**src/hdl/tcce_pkg.sv**
```systemverilog
// Shared types and constants for the text console cursor engine.
`timescale 1ns / 1ps

package tcce_pkg;

  localparam int XW     = 12;
  localparam int YW     = 16;
  localparam int DIV_NW = 12;
  localparam int DIV_DW = 13;

  localparam logic [7:0] CH_NUL = 8'd0;
  localparam logic [7:0] CH_BS  = 8'd8;
  localparam logic [7:0] CH_TAB = 8'd9;
  localparam logic [7:0] CH_NL  = 8'd10;
  localparam logic [7:0] CH_CR  = 8'd13;

  typedef enum logic [1:0] {
    OP_NONE  = 2'd0,
    OP_COPY  = 2'd1,
    OP_FILL  = 2'd2,
    OP_GLYPH = 2'd3
  } op_e;

  typedef enum logic [2:0] {
    REG_LEFT   = 3'd0,
    REG_TOP    = 3'd1,
    REG_RIGHT  = 3'd2,
    REG_BOTTOM = 3'd3,
    REG_LINE_H = 3'd4,
    REG_SPACE  = 3'd5,
    REG_TAB    = 3'd6,
    REG_SCROLL = 3'd7
  } reg_e;

  typedef struct packed {
    logic              start;
    logic [DIV_NW-1:0] dividend;
    logic [DIV_DW-1:0] divisor;
  } div_req_t;

  typedef struct packed {
    logic              done;
    logic [DIV_DW-1:0] rem;
  } div_rsp_t;

endpackage

```
**src/hdl/tcce_div.sv**
```systemverilog
// Restoring remainder unit, one quotient bit per cycle.
`timescale 1ns / 1ps

module tcce_div (
  input  logic                clk_i,
  input  logic                rst_ni,
  input  tcce_pkg::div_req_t  req_i,
  output tcce_pkg::div_rsp_t  rsp_o
);
  import tcce_pkg::*;

  localparam int CntW = $clog2(DIV_NW + 1);

  logic [CntW-1:0]   cnt_q;
  logic              busy_q;
  logic              done_q;
  logic [DIV_NW-1:0] num_q;
  logic [DIV_DW-1:0] den_q;
  logic [DIV_DW-1:0] rem_q;
  logic [DIV_DW-1:0] rem_d;
  logic [DIV_DW:0]   shifted;
  logic [DIV_DW:0]   diff;

  assign shifted = {rem_q, num_q[DIV_NW-1]};
  assign diff    = shifted - {1'b0, den_q};
  assign rem_d   = (shifted >= {1'b0, den_q}) ? diff[DIV_DW-1:0] : shifted[DIV_DW-1:0];

  always_ff @(posedge clk_i or negedge rst_ni) begin
    if (!rst_ni) begin
      cnt_q  <= '0;
      busy_q <= 1'b0;
      done_q <= 1'b0;
      num_q  <= '0;
      den_q  <= '0;
      rem_q  <= '0;
    end else if (req_i.start) begin
      num_q  <= req_i.dividend;
      den_q  <= req_i.divisor;
      rem_q  <= '0;
      cnt_q  <= CntW'(DIV_NW);
      busy_q <= 1'b1;
      done_q <= 1'b0;
    end else if (busy_q) begin
      rem_q <= rem_d;
      num_q <= {num_q[DIV_NW-2:0], 1'b0};
      cnt_q <= cnt_q - CntW'(1);
      if (cnt_q == CntW'(1)) begin
        busy_q <= 1'b0;
        done_q <= 1'b1;
      end
    end else begin
      done_q <= 1'b0;
    end
  end

  assign rsp_o.done = done_q;
  assign rsp_o.rem  = rem_q;

endmodule

```
**src/hdl/tcce_hist.sv**
```systemverilog
// Backspace history memory: one write port, one registered read port.
`timescale 1ns / 1ps

module tcce_hist #(
  parameter int DEPTH = 256,
  parameter int AW    = 8
) (
  input  logic                         clk_i,
  input  logic                         we_i,
  input  logic [AW-1:0]                waddr_i,
  input  logic [tcce_pkg::XW-1:0]      wdata_i,
  input  logic                         re_i,
  input  logic [AW-1:0]                raddr_i,
  output logic [tcce_pkg::XW-1:0]      rdata_o
);
  import tcce_pkg::*;

  logic [XW-1:0] mem_q [DEPTH];
  logic [XW-1:0] rdata_q;

  always_ff @(posedge clk_i) begin
    if (we_i) begin
      mem_q[waddr_i] <= wdata_i;
    end
  end

  always_ff @(posedge clk_i) begin
    if (re_i) begin
      rdata_q <= mem_q[raddr_i];
    end
  end

  assign rdata_o = rdata_q;

endmodule

```
**src/hdl/text_console_cursor_engine.sv**
```systemverilog
// Text console cursor engine top level: sequencer, cursor state and output register.
//
// Usage: write the window and font registers through cfg_we_i/cfg_idx_i/cfg_data_i
// while the block is idle; writing win_left or win_top homes the cursor.
// Send one decoded character per item on the input channel (in_valid_i,
// in_stall_o). Each item yields one to four drawing commands on the output
// channel (out_valid_o, out_stall_i); last_o marks the final command of an item.
// Input stall is high from acceptance until the final command is loaded into
// the output register; the next item may be taken while that command waits.
// A tab makes two 12-step passes through the shared remainder unit, one for
// the space width and one for the tab span. An output stall holds the
// sequencer in its emitting state until the output register can take the command.
// Reset restores the register defaults, puts the cursor at (0, 0) and empties
// the history. A stalled command holds on the output ports until taken.
`timescale 1ns / 1ps

module text_console_cursor_engine #(
  parameter int HISTORY_DEPTH = 256
) (
  input  logic               clk_i,
  input  logic               rst_ni,
  input  logic               cfg_we_i,
  input  logic [2:0]         cfg_idx_i,
  input  logic [11:0]        cfg_data_i,
  input  logic               in_valid_i,
  output logic               in_stall_o,
  input  logic [7:0]         char_code_i,
  input  logic [7:0]         glyph_width_i,
  output logic               out_valid_o,
  input  logic               out_stall_i,
  output logic [1:0]         op_o,
  output logic [11:0]        rect_x0_o,
  output logic signed [15:0] rect_y0_o,
  output logic [11:0]        rect_x1_o,
  output logic signed [15:0] rect_y1_o,
  output logic signed [15:0] source_y_o,
  output logic [7:0]         glyph_code_o,
  output logic [11:0]        cursor_x_o,
  output logic signed [15:0] cursor_y_o,
  output logic               last_o
);
  import tcce_pkg::*;

  localparam int AW = $clog2(HISTORY_DEPTH);
  localparam int CW = $clog2(HISTORY_DEPTH + 1);

  typedef enum logic [3:0] {
    S_IDLE, S_NL, S_CPY, S_FIL, S_NLFIN, S_TCHK, S_TDIV1, S_TWAIT1,
    S_TWAIT2, S_TFILL, S_GCHK, S_GFILL, S_GLYPH, S_BSFIL, S_EMIT0
  } state_e;

  typedef struct packed {
    op_e                  op;
    logic [XW-1:0]        x0;
    logic signed [YW-1:0] y0;
    logic [XW-1:0]        x1;
    logic signed [YW-1:0] y1;
    logic signed [YW-1:0] sy;
    logic [7:0]           g;
    logic [XW-1:0]        cx;
    logic signed [YW-1:0] cy;
    logic                 last;
  } out_t;

  function automatic logic [XW-1:0] sat_x(input logic [13:0] v);
    return (v > 14'd4095) ? 12'hFFF : v[XW-1:0];
  endfunction

  function automatic logic signed [YW-1:0] sat_y(input logic signed [18:0] v);
    if (v > 19'sd32767) return 16'sh7FFF;
    if (v < -19'sd32768) return 16'sh8000;
    return v[YW-1:0];
  endfunction

  function automatic out_t mk_out(input op_e op, input logic [XW-1:0] x0,
                                  input logic signed [YW-1:0] y0,
                                  input logic [XW-1:0] x1,
                                  input logic signed [YW-1:0] y1,
                                  input logic signed [YW-1:0] sy,
                                  input logic [7:0] g, input logic [XW-1:0] cx,
                                  input logic signed [YW-1:0] cy, input logic last);
    out_t o;
    o.op = op; o.x0 = x0; o.y0 = y0; o.x1 = x1; o.y1 = y1;
    o.sy = sy; o.g = g; o.cx = cx; o.cy = cy; o.last = last;
    return o;
  endfunction

  // configuration
  logic [11:0] left_q, top_q, right_q, bottom_q;
  logic [7:0]  lh_q, sw_q;
  logic [4:0]  ts_q;
  logic [6:0]  scroll_q;
  logic [14:0] off_q;
  logic [12:0] tsw_q;
  logic [7:0]  w_eff;
  logic [4:0]  ts_eff;

  assign w_eff  = (sw_q == 8'd0) ? 8'd1 : sw_q;
  assign ts_eff = (ts_q == 5'd0) ? 5'd1 : ts_q;

  always_ff @(posedge clk_i or negedge rst_ni) begin
    if (!rst_ni) begin
      left_q   <= 12'd0;
      top_q    <= 12'd0;
      right_q  <= 12'd1023;
      bottom_q <= 12'd767;
      lh_q     <= 8'd16;
      sw_q     <= 8'd8;
      ts_q     <= 5'd4;
      scroll_q <= 7'd8;
      off_q    <= 15'd128;
      tsw_q    <= 13'd32;
    end else begin
      off_q <= 15'(scroll_q) * 15'(lh_q);
      tsw_q <= 13'(ts_eff) * 13'(w_eff);
      if (cfg_we_i) begin
        unique case (reg_e'(cfg_idx_i))
          REG_LEFT:   left_q   <= cfg_data_i;
          REG_TOP:    top_q    <= cfg_data_i;
          REG_RIGHT:  right_q  <= cfg_data_i;
          REG_BOTTOM: bottom_q <= cfg_data_i;
          REG_LINE_H: lh_q     <= cfg_data_i[7:0];
          REG_SPACE:  sw_q     <= cfg_data_i[7:0];
          REG_TAB:    ts_q     <= cfg_data_i[4:0];
          REG_SCROLL: scroll_q <= cfg_data_i[6:0];
          default: ;
        endcase
      end
    end
  end

  // sequencer state
  state_e               state_q;
  logic [XW-1:0]        x_q;
  logic signed [YW-1:0] y_q;
  logic [CW-1:0]        count_q;
  logic [7:0]           code_q, gw_q;
  logic [DIV_DW-1:0]    r2_q;
  logic [12:0]          adv_q;
  div_req_t             div_req_q;
  div_rsp_t             div_rsp;
  out_t                 out_q;
  logic                 out_valid_q;

  logic                 can_load;
  logic [CW-1:0]        count_eff, cnt_m1;
  logic signed [18:0]   ys, h19, bot19, top19, off19;
  logic signed [YW-1:0] y_plus_h, bot_m_off, top_p_off, y_m_off, top16, bot16;
  logic signed [YW-1:0] y_nl_fin;
  logic                 nl_cond, tab_wrap, gly_wrap;
  logic signed [14:0]   xs15;
  logic [XW-1:0]        x_plus_adv, x_plus_gw, x_rel;
  logic [13:0]          adv_sum;
  logic                 hist_we, hist_re;
  logic [XW-1:0]        hist_rdata;

  assign can_load  = !out_valid_q || !out_stall_i;
  assign count_eff = (count_q == CW'(HISTORY_DEPTH)) ? '0 : count_q;
  assign cnt_m1    = count_eff - CW'(1);

  assign ys    = 19'(y_q);
  assign h19   = {11'd0, lh_q};
  assign bot19 = {7'd0, bottom_q};
  assign top19 = {7'd0, top_q};
  assign off19 = {4'd0, off_q};
  assign top16 = {4'd0, top_q};
  assign bot16 = {4'd0, bottom_q};

  assign y_plus_h  = sat_y(ys + h19);
  assign bot_m_off = sat_y(bot19 - off19);
  assign top_p_off = sat_y(top19 + off19);
  assign y_m_off   = sat_y(ys - off19);
  assign y_nl_fin  = sat_y(19'(y_m_off) + h19);
  assign nl_cond   = (ys + h19) >= bot19;

  assign xs15     = {3'd0, x_q};
  assign tab_wrap = xs15 >= ($signed({3'd0, right_q}) - $signed({2'd0, tsw_q}));
  assign gly_wrap = xs15 >= ($signed({3'd0, right_q}) - $signed({7'd0, gw_q}));

  assign x_plus_adv = sat_x({2'd0, x_q} + {1'b0, adv_q});
  assign x_plus_gw  = sat_x({2'd0, x_q} + {6'd0, gw_q});
  assign x_rel      = x_q - left_q;
  // adv = tab_span - (d mod tab_span) + (d mod space_width)
  assign adv_sum    = {1'b0, tsw_q} - {1'b0, div_rsp.rem} + {1'b0, r2_q};

  assign hist_we = ((state_q == S_TFILL) || (state_q == S_GFILL)) && can_load;
  assign hist_re = (state_q == S_IDLE) && in_valid_i && (char_code_i == CH_BS) &&
                   (count_eff != '0);

  tcce_hist #(
    .DEPTH (HISTORY_DEPTH),
    .AW    (AW)
  ) u_hist (
    .clk_i   (clk_i),
    .we_i    (hist_we),
    .waddr_i (count_q[AW-1:0]),
    .wdata_i (x_q),
    .re_i    (hist_re),
    .raddr_i (cnt_m1[AW-1:0]),
    .rdata_o (hist_rdata)
  );

  tcce_div u_div (
    .clk_i  (clk_i),
    .rst_ni (rst_ni),
    .req_i  (div_req_q),
    .rsp_o  (div_rsp)
  );

  always_ff @(posedge clk_i or negedge rst_ni) begin
    if (!rst_ni) begin
      state_q     <= S_IDLE;
      x_q         <= '0;
      y_q         <= '0;
      count_q     <= '0;
      code_q      <= '0;
      gw_q        <= '0;
      r2_q        <= '0;
      adv_q       <= '0;
      div_req_q   <= '0;
      out_q       <= '0;
      out_valid_q <= 1'b0;
    end else begin
      div_req_q.start <= 1'b0;
      if (out_valid_q && !out_stall_i) begin
        out_valid_q <= 1'b0;
      end
      unique case (state_q)
        S_IDLE: begin
          if (cfg_we_i && (cfg_idx_i == REG_LEFT)) begin
            x_q <= cfg_data_i;
            y_q <= top16;
          end else if (cfg_we_i && (cfg_idx_i == REG_TOP)) begin
            x_q <= left_q;
            y_q <= {4'd0, cfg_data_i};
          end
          if (in_valid_i) begin
            code_q  <= char_code_i;
            gw_q    <= glyph_width_i;
            count_q <= count_eff;
            case (char_code_i)
              CH_NL:  state_q <= S_NL;
              CH_CR: begin
                x_q     <= left_q;
                count_q <= '0;
                state_q <= S_EMIT0;
              end
              CH_TAB: state_q <= S_TCHK;
              CH_BS: begin
                if (count_eff == '0) begin
                  state_q <= S_EMIT0;
                end else begin
                  count_q <= cnt_m1;
                  state_q <= S_BSFIL;
                end
              end
              CH_NUL: state_q <= S_EMIT0;
              default: state_q <= S_GCHK;
            endcase
          end
        end
        S_NL: state_q <= nl_cond ? S_CPY : S_NLFIN;
        S_CPY: begin
          if (can_load) begin
            out_q <= mk_out(OP_COPY, left_q, top16, right_q, bot_m_off, top_p_off,
                            8'd0, x_q, y_q, 1'b0);
            out_valid_q <= 1'b1;
            state_q     <= S_FIL;
          end
        end
        S_FIL: begin
          if (can_load) begin
            if (code_q == CH_NL) begin
              // plain newline: the fill closes the item with the final cursor
              out_q <= mk_out(OP_FILL, left_q, bot_m_off, right_q, bot16, '0,
                              8'd0, left_q, y_nl_fin, 1'b1);
              out_valid_q <= 1'b1;
              y_q         <= y_nl_fin;
              x_q         <= left_q;
              count_q     <= '0;
              state_q     <= S_IDLE;
            end else begin
              out_q <= mk_out(OP_FILL, left_q, bot_m_off, right_q, bot16, '0,
                              8'd0, x_q, y_q, 1'b0);
              out_valid_q <= 1'b1;
              y_q         <= y_m_off;
              state_q     <= S_NLFIN;
            end
          end
        end
        S_NLFIN: begin
          y_q     <= y_plus_h;
          x_q     <= left_q;
          count_q <= '0;
          if (code_q == CH_NL) begin
            state_q <= S_EMIT0;
          end else if (code_q == CH_TAB) begin
            state_q <= S_TDIV1;
          end else begin
            state_q <= S_GFILL;
          end
        end
        S_TCHK: state_q <= tab_wrap ? S_NL : S_TDIV1;
        S_TDIV1: begin
          div_req_q.start    <= 1'b1;
          div_req_q.dividend <= x_rel;
          div_req_q.divisor  <= {5'd0, w_eff};
          state_q            <= S_TWAIT1;
        end
        S_TWAIT1: begin
          if (div_rsp.done) begin
            r2_q               <= div_rsp.rem;
            div_req_q.start    <= 1'b1;
            div_req_q.dividend <= x_rel;
            div_req_q.divisor  <= tsw_q;
            state_q            <= S_TWAIT2;
          end
        end
        S_TWAIT2: begin
          if (div_rsp.done) begin
            adv_q   <= adv_sum[12:0];
            state_q <= S_TFILL;
          end
        end
        S_TFILL: begin
          if (can_load) begin
            out_q <= mk_out(OP_FILL, x_q, y_q, x_plus_adv, y_plus_h, '0,
                            8'd0, x_plus_adv, y_q, 1'b1);
            out_valid_q <= 1'b1;
            x_q         <= x_plus_adv;
            count_q     <= count_q + CW'(1);
            state_q     <= S_IDLE;
          end
        end
        S_GCHK: state_q <= gly_wrap ? S_NL : S_GFILL;
        S_GFILL: begin
          if (can_load) begin
            out_q <= mk_out(OP_FILL, x_q, y_q, x_plus_gw, y_plus_h, '0,
                            8'd0, x_q, y_q, 1'b0);
            out_valid_q <= 1'b1;
            count_q     <= count_q + CW'(1);
            state_q     <= S_GLYPH;
          end
        end
        S_GLYPH: begin
          if (can_load) begin
            out_q <= mk_out(OP_GLYPH, x_q, y_q, x_plus_gw, y_plus_h, '0,
                            code_q, x_plus_gw, y_q, 1'b1);
            out_valid_q <= 1'b1;
            x_q         <= x_plus_gw;
            state_q     <= S_IDLE;
          end
        end
        S_BSFIL: begin
          if (can_load) begin
            out_q <= mk_out(OP_FILL, hist_rdata, y_q, x_q, y_plus_h, '0,
                            8'd0, hist_rdata, y_q, 1'b1);
            out_valid_q <= 1'b1;
            x_q         <= hist_rdata;
            state_q     <= S_IDLE;
          end
        end
        S_EMIT0: begin
          if (can_load) begin
            out_q <= mk_out(OP_NONE, '0, '0, '0, '0, '0, 8'd0, x_q, y_q, 1'b1);
            out_valid_q <= 1'b1;
            state_q     <= S_IDLE;
          end
        end
        default: state_q <= S_IDLE;
      endcase
    end
  end

  assign in_stall_o   = (state_q != S_IDLE);
  assign out_valid_o  = out_valid_q;
  assign op_o         = out_q.op;
  assign rect_x0_o    = out_q.x0;
  assign rect_y0_o    = out_q.y0;
  assign rect_x1_o    = out_q.x1;
  assign rect_y1_o    = out_q.y1;
  assign source_y_o   = out_q.sy;
  assign glyph_code_o = out_q.g;
  assign cursor_x_o   = out_q.cx;
  assign cursor_y_o   = out_q.cy;
  assign last_o       = out_q.last;

endmodule

```
**config.mk**
```make
export PLATFORM = sky130hd
export DESIGN_NAME = text_console_cursor_engine
export DESIGN_NICKNAME = d
export VERILOG_FILES = /design/src/hdl/tcce_pkg.sv /design/src/hdl/tcce_div.sv /design/src/hdl/tcce_hist.sv /design/src/hdl/text_console_cursor_engine.sv
export SDC_FILE = /design/constraint.sdc
export NUM_CORES = 2
export LEC_CHECK = 0
export BUFFER_PORTS_ARGS = -buffer_cell sky130_fd_sc_hd__buf_2
export CORE_MARGIN = 2
export CORE_UTILIZATION = 40
export DETAILED_ROUTE_END_ITERATION = 10
export HOLD_SLACK_MARGIN = 0.15
export PLACE_DENSITY = 0.59
export REMOVE_ABC_BUFFERS = 1
export SLEW_MARGIN = 20
export SYNTH_ARGS = -nofsm -noshare
export SYNTH_HDL_FRONTEND = slang
export SYNTH_SLANG_ARGS = --single-unit
export TNS_END_PERCENT = 30
```
**constraint.sdc**
```tcl
create_clock -name clk_i -period 15.9 [get_ports clk_i]
set_input_delay 2.385 -clock clk_i [delete_from_list [all_inputs] [get_ports clk_i]]
set_output_delay 2.385 -clock clk_i [all_outputs]
set_load 0.01 [all_outputs]
```
==> impl_metrics.py <==
metrics = {
    "status": {
        "outcome": "complete, no violations",
    },
    "grt": {
        "grt_pass1_vias": 82262,
        "antenna_found_initial": 20,
        "grt_pass1_wl_um": 596000,
        "grt-ovfl-total": 0,
        "grt_max_degree": 206,
        "grt_usage_pct": 21.99,
    },
    "cts": {
        "clockRootBuffer": "clkbuf_16",
        "cts.sinks": 3453,
        "cts_tree": "yes",
        "path_clk_slew_ns": 0.07,
        "cts_resized": 0,
        "cts_setup_buffers": 0,
        "cts_hold_buffers": 0,
        "cts_made_buffers": 366,
        "cts.htree.levels": 5,
        "insertion_delay_ns": 0.96,
        "cts_buffer_depth": 4,
    },
    "place": {
        "io_buffers": 148,
        "hpwl_um": 259300,
        "place_ws_ns": 8.530,
        "gp_congestion": 0.8685,
    },
    "route": {
        "vias": 83336,
        "drt_pass1_iterations": 6,
        "ant_nets": 0,
        "viasPerCell": 5.926,
        "routed_wl_um": 415600,
        "drcViolationCount": 0,
        "drt_iter0_drc": 10058,
        "wl_per_cell_um": 29.55,
    },
    "yosys": {
        "async_reset_ff_share_pct": 10.69,
        "synth-edff-count": 3084,
        "synth-seq-cells": 3453,
        "yosysTopAreaCell": "edfxtp_1",
        "ys_types": 106,
        "synth_seq_area_share_pct": 69.98,
        "synth_top_area_share_pct": 63.62,
        "avgSynthCellArea_um2": 16.92,
        "syn_area_um2": 145600,
        "ys_warn_count": 0,
        "synth_ff_type": "edfxtp_1",
        "syn_inst": 8603,
        "synth_area_leaders": "edfxtp_1, mux4_2, dfrtp_1, ha_1, nor2_1",
    },
    "layout": {
        "final_cell_mix": "edfxtp_1, mux4_2, nand2_1",
        "layout_commonest_cell": "edfxtp_1",
        "syn2layout_area_growth_pct": 13.24,
        "fin_nets": 9300,
        "drive_gt1_share_pct": 21.63,
        "multi_input_comb_area_um2": 41040,
        "regArea_um2": 101900,
        "fillCellCount": 30947,
    },
    "sta": {
        "drv_slew": 0,
        "relSlewSlack_pct": 16.09,
        "min_period_ns": 7.346,
        "fin_skew_ns": 0.08828,
        "finalSetupViolCount": 0,
        "fin_setup_tns_ns": 0,
        "tightest_slew_ns": 1.249,
        "fmax_mhz": 136.1,
        "fin_ws_ns": 8.554,
        "final_hold_viol_count": 0,
        "rsz0062_at_grt": "false",
        "timing.final.crit_share_pct": 46.20,
    },
    "hold_path": {
        "min_from": "div_req_q[12]$_DFFE_PN0P_",
        "hp-class": "reg2reg",
        "holdPathStages": 2,
        "hold_end": "u_div.den_q[12]$_DFFE_PN0P_",
    },
    "power_and_ir_drop": {
        "peakVddDrop_v": 0.0001745,
        "p_total_mw": 33.60,
        "p_per_area_nw_per_um2": 203.8,
        "p_leak_nw": 54.70,
    },
    "worst_setup_path": {
        "ff2ff_path_depth": 13,
        "arrival_ns": 8.09,
        "cp_max_fo": 98,
        "crit_start": "count_q[2]$_DFFE_PN0P_",
        "reg2reg_to": "u_hist.rdata_o[4]$_DFFE_PP_",
        "path_class": "reg2reg",
        "rr_startpoint": "count_q[2]$_DFFE_PN0P_",
        "cp-end-kind": "flop",
        "worst_setup_path_start_kind": "flop",
        "r2r_setup_slack_ns": 8.55,
        "cp.required_ns": 16.65,
    },
    "floorplanning": {
        "die_w_um": 607.3,
        "start_util_pct": 40.19,
        "die_h_um": 607.3,
        "ios": 149,
        "dieArea_um2": 368800,
        "rows": 221,
        "core_area_um2": 362200,
    },
    "flow_run": {
        "cap_viol_max_count": 0,
    },
}
final cells by class:
type / instances / area share (%)
Inverter: 220 / 0.5040
Timing Repair Buffer: 482 / 2.131
Tap cell: 4794 / 3.639
Antenna cell: 8 / 0.01214
Clock buffer: 467 / 5.969
Sequential cell: 3453 / 61.83
Clock inverter: 197 / 1.020
Multi-Input combinational cell: 4441 / 24.90
registers in the layout, summed over array words and instances, names as in the netlist, 13 cells and up:
| name | flops |
|---|---|
| r2_q | 13 |
| u_hist.mem_q | 3072 |
| y_q | 16 |
| rect_y1_o | 16 |
| tsw_q | 13 |
| div_req_q | 26 |
| adv_q | 13 |
| u_div.den_q | 13 |
| source_y_o | 16 |
| cursor_y_o | 16 |
| u_div.rem_q | 13 |
| off_q | 15 |
| rect_y0_o | 16 |
report_power, final:
part	total, mW	internal, mW	switching (mW)
sequential	12.1	11.4	0.688
clock	8.31	4.74	3.56
combinational	13.2	4.57	8.66
critical path, stage by stage, from the launching register on:
cell      delay (ns)
dfrtp_1         0.58
nor2_1          0.51
a41oi_4         0.23
inv_6           0.38
ha_4            0.69
buf_12          0.52
buf_4           0.76
buf_4           0.71
mux4_2          0.35
o22a_1          0.18
o221ai_1        0.12
nor3_1          1.02
o22ai_1         0.45
nor4_1          0.40
layer usage:
layer / routed length [um] / global-route usage, % / part of all wire, % / vias up
li1: - / - / - / 34921
met1: 169700 / 30.65 / 41 / 43870
met2: 195600 / 34.95 / 47 / 3869
met5: 524 / 0 / 0.13 / -
met4: 13550 / 6.685 / 3.3 / 18
met3: 36270 / 4.352 / 8.7 / 658
through the flow:
step | util [%] | area (um^2) | hold slack, ns | cells
after CTS | 45.46 | 164700 | 0.4761 | 14050
after global placement | 42.21 | 152900 | 0.4593 | 13383
final | 45.51 | 164800 | 0.4708 | 14062
after detailed placement | 42.28 | 153100 | 0.4653 | 13386
after global routing | 45.50 | 164800 | 0.4991 | 14056
after floorplan | - | 143200 | 0.4463 | 8114
worst max path at each step:
stage,cells past startpoint,to,slack (ns)
5_1_grt,14,u_hist.rdata_o[3]$_DFFE_PP_,8.26
2_1_floorplan,9,u_hist.rdata_o[11]$_DFFE_PP_,-113.83
4_1_cts,12,u_hist.rdata_o[10]$_DFFE_PP_,8.59
3_5_place_dp,12,u_hist.rdata_o[10]$_DFFE_PP_,8.53
6_report,13,u_hist.rdata_o[4]$_DFFE_PP_,8.55
3_3_place_gp,12,u_hist.rdata_o[10]$_DFFE_PP_,8.57
synthesized netlist by cell type (27+ instances only):
cell type     n
mux2i_1     142
o22ai_1     143
mux2_2       89
and2_1       51
nor4_1       30
nor3b_1      49
o2111ai_1    28
nand3b_1     30
nor2_1      561
o21a_1       27
inv_1       219
o221ai_1     51
clkbuf_1    322
a21o_1       56
a21oi_1     214
nand3_1     155
nand2_1     557
nand2b_1     38
xnor2_1     104
mux4_2      694
fa_1         70
buf_4        64
a22oi_1      44
nor2b_1      47
o211ai_1     49
dfrtp_1     344
ha_1        230
xor2_1       47
edfxtp_1   3084
buf_2        58
nand4_1      28
nor3_1       74
a31oi_1     132
a211oi_1     43
a221oi_1     47
o21ai_0     310
cell families (layout without fill, tap and decap cells):
| group | count (synthesis) | in the layout | share of synthesized area [%] |
|---|---|---|---|
| AOI/OAI and AO/OA | 1362 | 1362 | 6.249 |
| xor gates and xnor gates | 151 | 151 | 0.9085 |
| adders and majority gates | 300 | 300 | 2.940 |
| buffers and inverters | 709 | 1366 | 2.177 |
| DFF | 3453 | 3453 | 69.98 |
| muxes | 925 | 925 | 12.40 |
| other | 0 | 8 | 0 |
| and+or+nand+nor | 1703 | 1703 | 5.339 |
(Power assumes the default switching activity.)
